File: src/rtl/core/trk2_pkg.sv
// Shared types and constants for the track-2 sentinel and LRC checker.
// Used by trk2_decode, trk2_result_reg and track2_sentinel_lrc_checker.
package trk2_pkg;

  localparam logic [7:0] CH_START = 8'h3B;  // ';'
  localparam logic [7:0] CH_END   = 8'h3F;  // '?'
  localparam logic [7:0] CH_SEP   = 8'h3D;  // '='
  localparam logic [7:0] CH_ZERO  = 8'h30;  // '0'
  localparam logic [7:0] CH_NINE  = 8'h39;  // '9'

  // Configuration register indexes
  localparam logic CFG_CHECK_LRC    = 1'b0;
  localparam logic CFG_PARITY_FAULT = 1'b1;

  typedef enum logic [2:0] {
    VERDICT_OK        = 3'd0,
    VERDICT_NO_START  = 3'd1,
    VERDICT_NO_END    = 3'd2,
    VERDICT_LRC_BAD   = 3'd3,
    VERDICT_EMPTY_ACC = 3'd4,
    VERDICT_ILLEGAL   = 3'd5,
    VERDICT_PARITY    = 3'd6
  } verdict_t;

  typedef enum logic [2:0] {
    PH_SEARCH  = 3'b001,
    PH_PAYLOAD = 3'b010,
    PH_AFTER   = 3'b100
  } phase_t;

  typedef struct packed {
    logic check_lrc;
    logic parity_fault;
  } cfg_t;

  typedef struct packed {
    logic       payload_valid;
    logic [7:0] payload_char;
    logic       account_part;
    logic       track_done;
    verdict_t   verdict;
    logic       reversed_swipe;
  } result_t;

endpackage

File: src/rtl/core/trk2_decode.sv
// Track state registers and per-item decode: sentinel phase, running XOR,
// flags and the final verdict. Depends on trk2_pkg.
module trk2_decode (
  input  logic              clk,
  input  logic              rst_n,
  input  logic              item_adv,
  input  logic [7:0]        item_byte,
  input  logic              item_fin,
  input  trk2_pkg::cfg_t    cfg,
  output trk2_pkg::result_t res
);

  trk2_pkg::phase_t phase_r, phase_nxt;
  logic [7:0] xor_r, xor_nxt;
  logic       ebs_r, ebs_nxt;
  logic       sep_r, sep_nxt;
  logic       acc_r, acc_nxt;
  logic       bad_r, bad_nxt;
  logic       open_r;
  logic       is_body;

  always_comb begin
    is_body   = !(item_fin && cfg.check_lrc && open_r);
    xor_nxt   = xor_r ^ item_byte;
    phase_nxt = phase_r;
    ebs_nxt   = ebs_r;
    sep_nxt   = sep_r;
    acc_nxt   = acc_r;
    bad_nxt   = bad_r;
    res       = '0;

    if (is_body) begin
      unique case (phase_r)
        trk2_pkg::PH_SEARCH: begin
          if (item_byte == trk2_pkg::CH_START) begin
            phase_nxt = trk2_pkg::PH_PAYLOAD;
          end else if (item_byte == trk2_pkg::CH_END) begin
            ebs_nxt = 1'b1;
          end
        end
        trk2_pkg::PH_PAYLOAD: begin
          if (item_byte == trk2_pkg::CH_END) begin
            phase_nxt = trk2_pkg::PH_AFTER;
          end else begin
            res.payload_valid = 1'b1;
            res.payload_char  = item_byte;
            if (item_byte == trk2_pkg::CH_SEP) begin
              sep_nxt = 1'b1;
            end else begin
              if (!sep_r) begin
                res.account_part = 1'b1;
                acc_nxt          = 1'b1;
              end
              if (item_byte < trk2_pkg::CH_ZERO || item_byte > trk2_pkg::CH_NINE) begin
                bad_nxt = 1'b1;
              end
            end
          end
        end
        default: ;  // after end sentinel: XOR only
      endcase
    end

    if (item_fin) begin
      res.track_done = 1'b1;
      if (cfg.check_lrc && xor_nxt != 8'h00) begin
        res.verdict = trk2_pkg::VERDICT_LRC_BAD;
      end else if (phase_nxt == trk2_pkg::PH_SEARCH) begin
        res.verdict        = trk2_pkg::VERDICT_NO_START;
        res.reversed_swipe = ebs_nxt;
      end else if (ebs_nxt || phase_nxt == trk2_pkg::PH_PAYLOAD) begin
        res.verdict = trk2_pkg::VERDICT_NO_END;
      end else if (!acc_nxt) begin
        res.verdict = trk2_pkg::VERDICT_EMPTY_ACC;
      end else if (bad_nxt) begin
        res.verdict = trk2_pkg::VERDICT_ILLEGAL;
      end else if (cfg.parity_fault) begin
        res.verdict = trk2_pkg::VERDICT_PARITY;
      end else begin
        res.verdict = trk2_pkg::VERDICT_OK;
      end
    end
  end

  always_ff @(posedge clk) begin
    if (!rst_n) begin
      phase_r <= trk2_pkg::PH_SEARCH;
      xor_r   <= '0;
      ebs_r   <= 1'b0;
      sep_r   <= 1'b0;
      acc_r   <= 1'b0;
      bad_r   <= 1'b0;
      open_r  <= 1'b0;
    end else if (item_adv) begin
      if (item_fin) begin
        // clear for the next track
        phase_r <= trk2_pkg::PH_SEARCH;
        xor_r   <= '0;
        ebs_r   <= 1'b0;
        sep_r   <= 1'b0;
        acc_r   <= 1'b0;
        bad_r   <= 1'b0;
        open_r  <= 1'b0;
      end else begin
        phase_r <= phase_nxt;
        xor_r   <= xor_nxt;
        ebs_r   <= ebs_nxt;
        sep_r   <= sep_nxt;
        acc_r   <= acc_nxt;
        bad_r   <= bad_nxt;
        open_r  <= 1'b1;
      end
    end
  end

endmodule

File: config.mk
export PLATFORM = sky130hd
export DESIGN_NAME = trk2_decode
export DESIGN_NICKNAME = d
export VERILOG_FILES = /design/src/rtl/core/trk2_pkg.sv /design/src/rtl/core/trk2_decode.sv
export SDC_FILE = /design/constraint.sdc
export NUM_CORES = 1
export LEC_CHECK = 0
export ABC_AREA = 0
export ABC_CLOCK_PERIOD_IN_PS = 3600
export BUFFER_PORTS_ARGS = -buffer_cell sky130_fd_sc_hd__buf_2
export CORE_AREA = 2 2 51 53
export CTS_BUF_LIST = sky130_fd_sc_hd__clkbuf_8
export CTS_CLUSTER_DIAMETER = 40
export DETAILED_ROUTE_END_ITERATION = 10
export DIE_AREA = 0 0 53 55
export PLACE_DENSITY_LB_ADDON = 0.1
export SETUP_SLACK_MARGIN = 0.1
export SLEW_MARGIN = 30
export SYNTH_ARGS = -nofsm -noshare
export SYNTH_HDL_FRONTEND = slang
export SYNTH_SLANG_ARGS = --single-unit
File: constraint.sdc
create_clock -name clk -period 3.6 [get_ports clk]
set_clock_uncertainty 0.2 [all_clocks]
set_input_delay 0.72 -clock clk [delete_from_list [all_inputs] [get_ports clk]]
set_output_delay 0.72 -clock clk [all_outputs]
set_load 0.03 [all_outputs]
==> flow_summary.yaml, run 1 <==
timing:
  final_hold_viol_count: 0
  min_period_ns: 3.20
  max_freq_ghz: 0.312
  tightest_slew_ns: 0.666
  grt_setup_unrepaired: "false"
  finalSetupTns_ns: 0
  finalMaxSlewViolations: 0
  period_share_pct: 88.9
  finalSetupViolCount: 0
  slew_headroom_pct: 55.5
clock_tree:
  insertion_delay_ns: 0.25
  cts_tree: "done"
  clock_path_buffers: 2
  cts_setup_buffers: 0
  root_buffer: "clkbuf_8"
  cts_resized: 0
  numCtsBuffers: 3
  h-tree-depth: 1
  cts_sinks: 16
  holdBufCountCts: 0
  cts.clk_slew.worst_paths_ns: 0.06
critical_path:
  cp_slowest_cell: "a221o_1"
  crit_required_ns: 2.68
  cp_max_fo: 14
  path_class: "input pin to output pin"
  cp_num_buf_inv: 2
  cp_slowest_stage_delay_ns: 0.39
  worstPathCellList: "buf_2 -> nand3_4 -> and2_1 -> a221o_1 -> nand3b_1 -> a31oi_1 -> buf_2"
  crit_start: "item_fin"
  crit_path_end_kind: "output pin"
  path_delay_family: "compound AO/OA/AOI/OAI gates"
  path_common_cell: "buf_2"
  reg2reg_from: "phase_r[2]"
  startpoint_type: "input pin"
  crit_arrival_ns: 2.28
synthesis:
  ys_ff_latch: 16
  ys_types: 40
  synth_edf_count: 0
  ys_top_cells_by_count: "nand2_1 (26), dfxtp_1 (16), o21ai_0 (16)"
  yosys.area.top_type_share_pct: 28.1
  synth_area_um2: 1140
  synthTopCellsByArea: "dfxtp_1 (28%), nand2_1 (8.6%), and2_1 (8.2%)"
  yosysWarnings: 0
  ys.flop_type: "dfxtp_1"
  avgSynthCellArea_um2: 7.80
  synth_nets: 160
  synth_top_area_cell: "dfxtp_1"
  syn_inst: 146
  seq_area_frac_synth_pct: 28.1
  synth.most_common_cell: "nand2_1"
  synthArstFlopShare_pct: 0
grt:
  grt_max_degree: 19
  grt_util_all_layers_pct: 20.6
  grt_pass1_vias: 1021
  overflow: 0
  antenna_found_initial: 0
  grt_pass1_wl_um: 4420
detailed_routing:
  firstDrtPassIters: 5
  ant_nets: 0
  first_iter_violations: 37
  drt_drc_violations_left: 0
  vias: 1129
  viasPerCell: 5.62
  routed_wl_um: 2790
  wl_per_cell_um: 13.9
die:
  dieHeight_um: 55
  fp.dieArea_um2: 2920
  start_util_pct: 48.1
  die_w_um: 53
  rows: 18
  ios: 29
  core-area_um2: 2360
place:
  dpl.hpwl_um: 2120
  place.gp.congestion: 0.855
  portBuffers: 28
  place_area_um2: 1270
worst_hold_path:
  min_from: "acc_r"
  min_path_type: "flop to flop"
layout:
  area_delta_synth_final_pct: 16.8
  drive_above_1_share_pct: 25.1
  n_antenna_cell: 0
  nets: 186
  fin_area_um2: 1330
  post-route-util_pct: 56.2
job:
  maxCapViolations: 0
power:
  total_power_mw: 0.409
  ir_drop_v: 0.000194
  cellPowerDensity_nw_per_um2: 308
  p_leak_nw: 0.542
outcome:
  run_status: "complete, no violations"
## flip-flops by register name (all words and copies together), names as in the netlist
| name | count |
|---|---|
| xor_r | 8 |
| phase_r | 3 |
| acc_r | 1 |
| bad_r | 1 |
| ebs_r | 1 |
| open_r | 1 |
| sep_r | 1 |
## through the flow
stage / std cells / hold slack [ns] / setup slack, ns
5_1_grt: 201 / 0.326 / 0.306
3_3_place_gp: 197 / 0.251 / 0.421
2_1_floorplan: 146 / 0.237 / 0.181
3_5_place_dp: 197 / 0.271 / 0.400
4_1_cts: 201 / 0.290 / 0.400
6_report: 201 / 0.289 / 0.400
## cell usage in the layout (no fill, tap or decap), drive strengths merged, types with 2 or more instances in the layout
cell type / n
a21oi: 2
nor2b: 4
and3: 5
and2: 15
clkbuf: 4
dfxtp: 16
buf: 28
o21ai: 17
inv: 4
nor2: 10
nor3: 4
nand2: 27
xnor2: 8
a31oi: 5
nand3: 2
nor3b: 3
## power breakdown
group	total (mW)	switching, mW	internal (mW)
combinational	0.0637	0.0398	0.0238
clock	0.160	0.0631	0.0969
sequential	0.186	0.00405	0.182
total	0.409	0.107	0.302
## worst reg2reg max path: stages, from the launching register on
cell and delay, ns:
dfxtp_1 0.36, nor3b_4 0.36, nand2_2 0.16, nor3_1 0.27, a21oi_1 0.11, nor2_1 0.09
## cell families (layout without fill, tap and decap cells)
group / after synthesis / in the layout / share of synthesized area, %
flip-flops: 16 / 16 / 28.1
XOR/XNOR: 8 / 8 / 6.15
AO/OA/AOI/OAI: 34 / 34 / 22.2
AND/OR/NAND/NOR: 77 / 77 / 38.6
buffers and inverters: 11 / 36 / 4.94
## path summary, 6_finish.rpt
check / end / slack (ns) / depth (start not counted)
max: res[1] / 0.40 / 7
min: acc_r / 0.29 / 2
max reg2reg: acc_r / 1.98 / 5
min reg2reg: acc_r / 0.29 / 2
## per-layer routing
metal  global-route usage [%]  up-vias  part of all wire, %
met3                     3.49        2                  5.0
li1                         -      561                    -
met4                     6.41        0                 0.43
met1                     27.3      530                   48
met2                     34.4       36                   47
met5                        0        -                    0
## layout make-up
class | instances | area (um2)
Clock buffer | 4 | 55.1
Fill cell | 236 | 1030
Inverter | 4 | 15.0
Multi-Input combinational cell | 119 | 762
Sequential cell | 16 | 320
Tap cell | 30 | 37.5
Timing Repair Buffer | 28 | 140
Note: power is estimated with default switching activity, not from simulation.
==> run 2: changes to the inputs <==
--- a/config.mk
+++ b/config.mk
@@ -6,8 +6,8 @@
 export NUM_CORES = 1
 export LEC_CHECK = 0
 export ABC_AREA = 0
-export ABC_CLOCK_PERIOD_IN_PS = 3600
-export BUFFER_PORTS_ARGS = -buffer_cell sky130_fd_sc_hd__buf_2
+export ABC_CLOCK_PERIOD_IN_PS = 3800
+export BUFFER_PORTS_ARGS = -buffer_cell sky130_fd_sc_hd__buf_4
 export CORE_AREA = 2 2 51 53
 export CTS_BUF_LIST = sky130_fd_sc_hd__clkbuf_8
 export CTS_CLUSTER_DIAMETER = 40
==> constraint.sdc (replaced) <==
create_clock -name clk -period 3.8 [get_ports clk]
set_clock_uncertainty 0.2 [all_clocks]
set_input_delay 0.76 -clock clk [delete_from_list [all_inputs] [get_ports clk]]
set_output_delay 0.76 -clock clk [all_outputs]
set_load 0.03 [all_outputs]
==> flow_summary.yaml, run 2 (synthesis results as in run 1) <==
outcome:
  run_status: "complete, no violations"
place:
  place.gp.congestion: 0.828
  portBuffers: 28
  dpl.hpwl_um: 2080
detailed_routing:
  vias: 1090
  routed_wl_um: 2720
  wl_per_cell_um: 13.5
  firstDrtPassIters: 4
  viasPerCell: 5.42
  drt_drc_violations_left: 0
  first_iter_violations: 21
  ant_nets: 0
job:
  maxCapViolations: 0
clock_tree:
  insertion_delay_ns: 0.25
  holdBufCountCts: 0
  clock_path_buffers: 2
  numCtsBuffers: 3
  cts_setup_buffers: 0
  cts_tree: "done"
  h-tree-depth: 1
  cts.clk_slew.worst_paths_ns: 0.07
  cts_sinks: 16
  root_buffer: "clkbuf_8"
  cts_resized: 0
layout:
  nets: 186
  area_delta_synth_final_pct: 23.0
  max_flop_register: "xor_r"
  num-fill-cells: 231
  reg_top3: "xor_r (8), phase_r (3)"
  register_area_um2: 320
  multi_input_area_um2: 762
  final_common_cell: "buf_4"
  drive_above_1_share_pct: 25.1
  layout_common_cells: "buf_4 (28), nand2_1 (26), o21ai_0 (16), dfxtp_1 (16), and2_1 (15)"
  largest_reg_flops: 8
  n_antenna_cell: 0
critical_path:
  path_common_cell: "buf_4"
  crit_path_end_kind: "output pin"
  rrSetupSlack_ns: 2.22
  reg2reg_from: "phase_r[2]"
  cp_slowest_stage_delay_ns: 0.37
  cp_max_fo: 7
  r2r_end: "acc_r"
  worstPathCellList: "buf_4 -> and4bb_4 -> nand4_1 -> a221o_1 -> nand3b_1 -> a31oi_1 -> buf_4"
  crit_start: "item_byte[7]"
  cp_num_buf_inv: 2
  crit_required_ns: 2.84
  cp_slowest_cell: "and4bb_4"
  path_delay_family: "simple AND/OR/NAND/NOR gates"
  crit_arrival_ns: 2.31
  startpoint_type: "input pin"
  r2r_cells: 5
  path_class: "input pin to output pin"
power:
  total_power_mw: 0.396
  cellPowerDensity_nw_per_um2: 283
  ir_drop_v: 0.000241
  p_leak_nw: 0.553
worst_hold_path:
  holdPathStages: 2
  min_from: "acc_r"
  hold_end: "acc_r"
  min_path_type: "flop to flop"
grt:
  grtUsageMet3_pct: 4.03
  antenna_found_initial: 0
  grt.met1_usage_pct: 24.8
  grt_max_degree: 19
  overflow: 0
  grt_pass1_wl_um: 4380
  grt_pass1_vias: 985
  top_usage_layer: "met2"
  grtUsageMet2_pct: 37.7
  grt_util_all_layers_pct: 20.8
timing:
  period_share_pct: 86.0
  tightest_slew_ns: 0.650
  max_freq_ghz: 0.306
  slew_headroom_pct: 56.6
  finalMaxSlewViolations: 0
  finalSetupViolCount: 0
  final_hold_viol_count: 0
  finalSetupTns_ns: 0
  min_period_ns: 3.27
  grt_setup_unrepaired: "false"
die:
  dieHeight_um: 55
  core-area_um2: 2360
  rows: 18
  die_w_um: 53
  ios: 29
  start_util_pct: 48.1
  fp.dieArea_um2: 2920
## run 2: worst register-to-register path, stage by stage (launching register included)
cell and delay, ns:
dfxtp_1 0.37, nor3b_4 0.34, nand2_2 0.15, nor3_1 0.28
a21oi_1 0.11, nor2_1 0.08
## run 2: through the flow
step                      setup slack (ns)  instances  hold slack (ns)  instance area (um2)  utilization [%]
after CTS                            0.549        201            0.285                 1400             59.2
after detailed placement             0.553        197            0.268                 1350             56.9
after floorplan                      0.301        146            0.237                 1140                -
final                                0.531        201            0.280                 1400             59.2
after global placement               0.628        197            0.256                 1350             56.9
after global routing                 0.459        201            0.322                 1400             59.2
## run 2: worst max path at each step
stage | depth (start not counted) | slack, ns | to
after global routing | 7 | 0.46 | res[3]
after floorplan | 5 | 0.30 | res[3]
after detailed placement | 7 | 0.55 | res[1]
final | 7 | 0.53 | res[1]
after global placement | 7 | 0.63 | res[3]
after CTS | 7 | 0.55 | res[1]
## run 2: routing by layer
metal	part of all wire [%]	vias up
met5	0	-
met1	46	496
met4	0.37	0
met3	6.1	2
li1	-	559
met2	47	33
## run 2: cell type report
cell class,count,area share (%)
multi-input combinational,119,54.4
sequential,16,22.9
timing repair buffer,28,15.0
clock buffer,4,3.93
tap,30,2.68
inverter,4,1.07
## run 2: power breakdown
group | switching (mW) | internal [mW]
registers | 0.00372 | 0.172
logic | 0.0373 | 0.0276
clock network | 0.0635 | 0.0920
total | 0.105 | 0.292
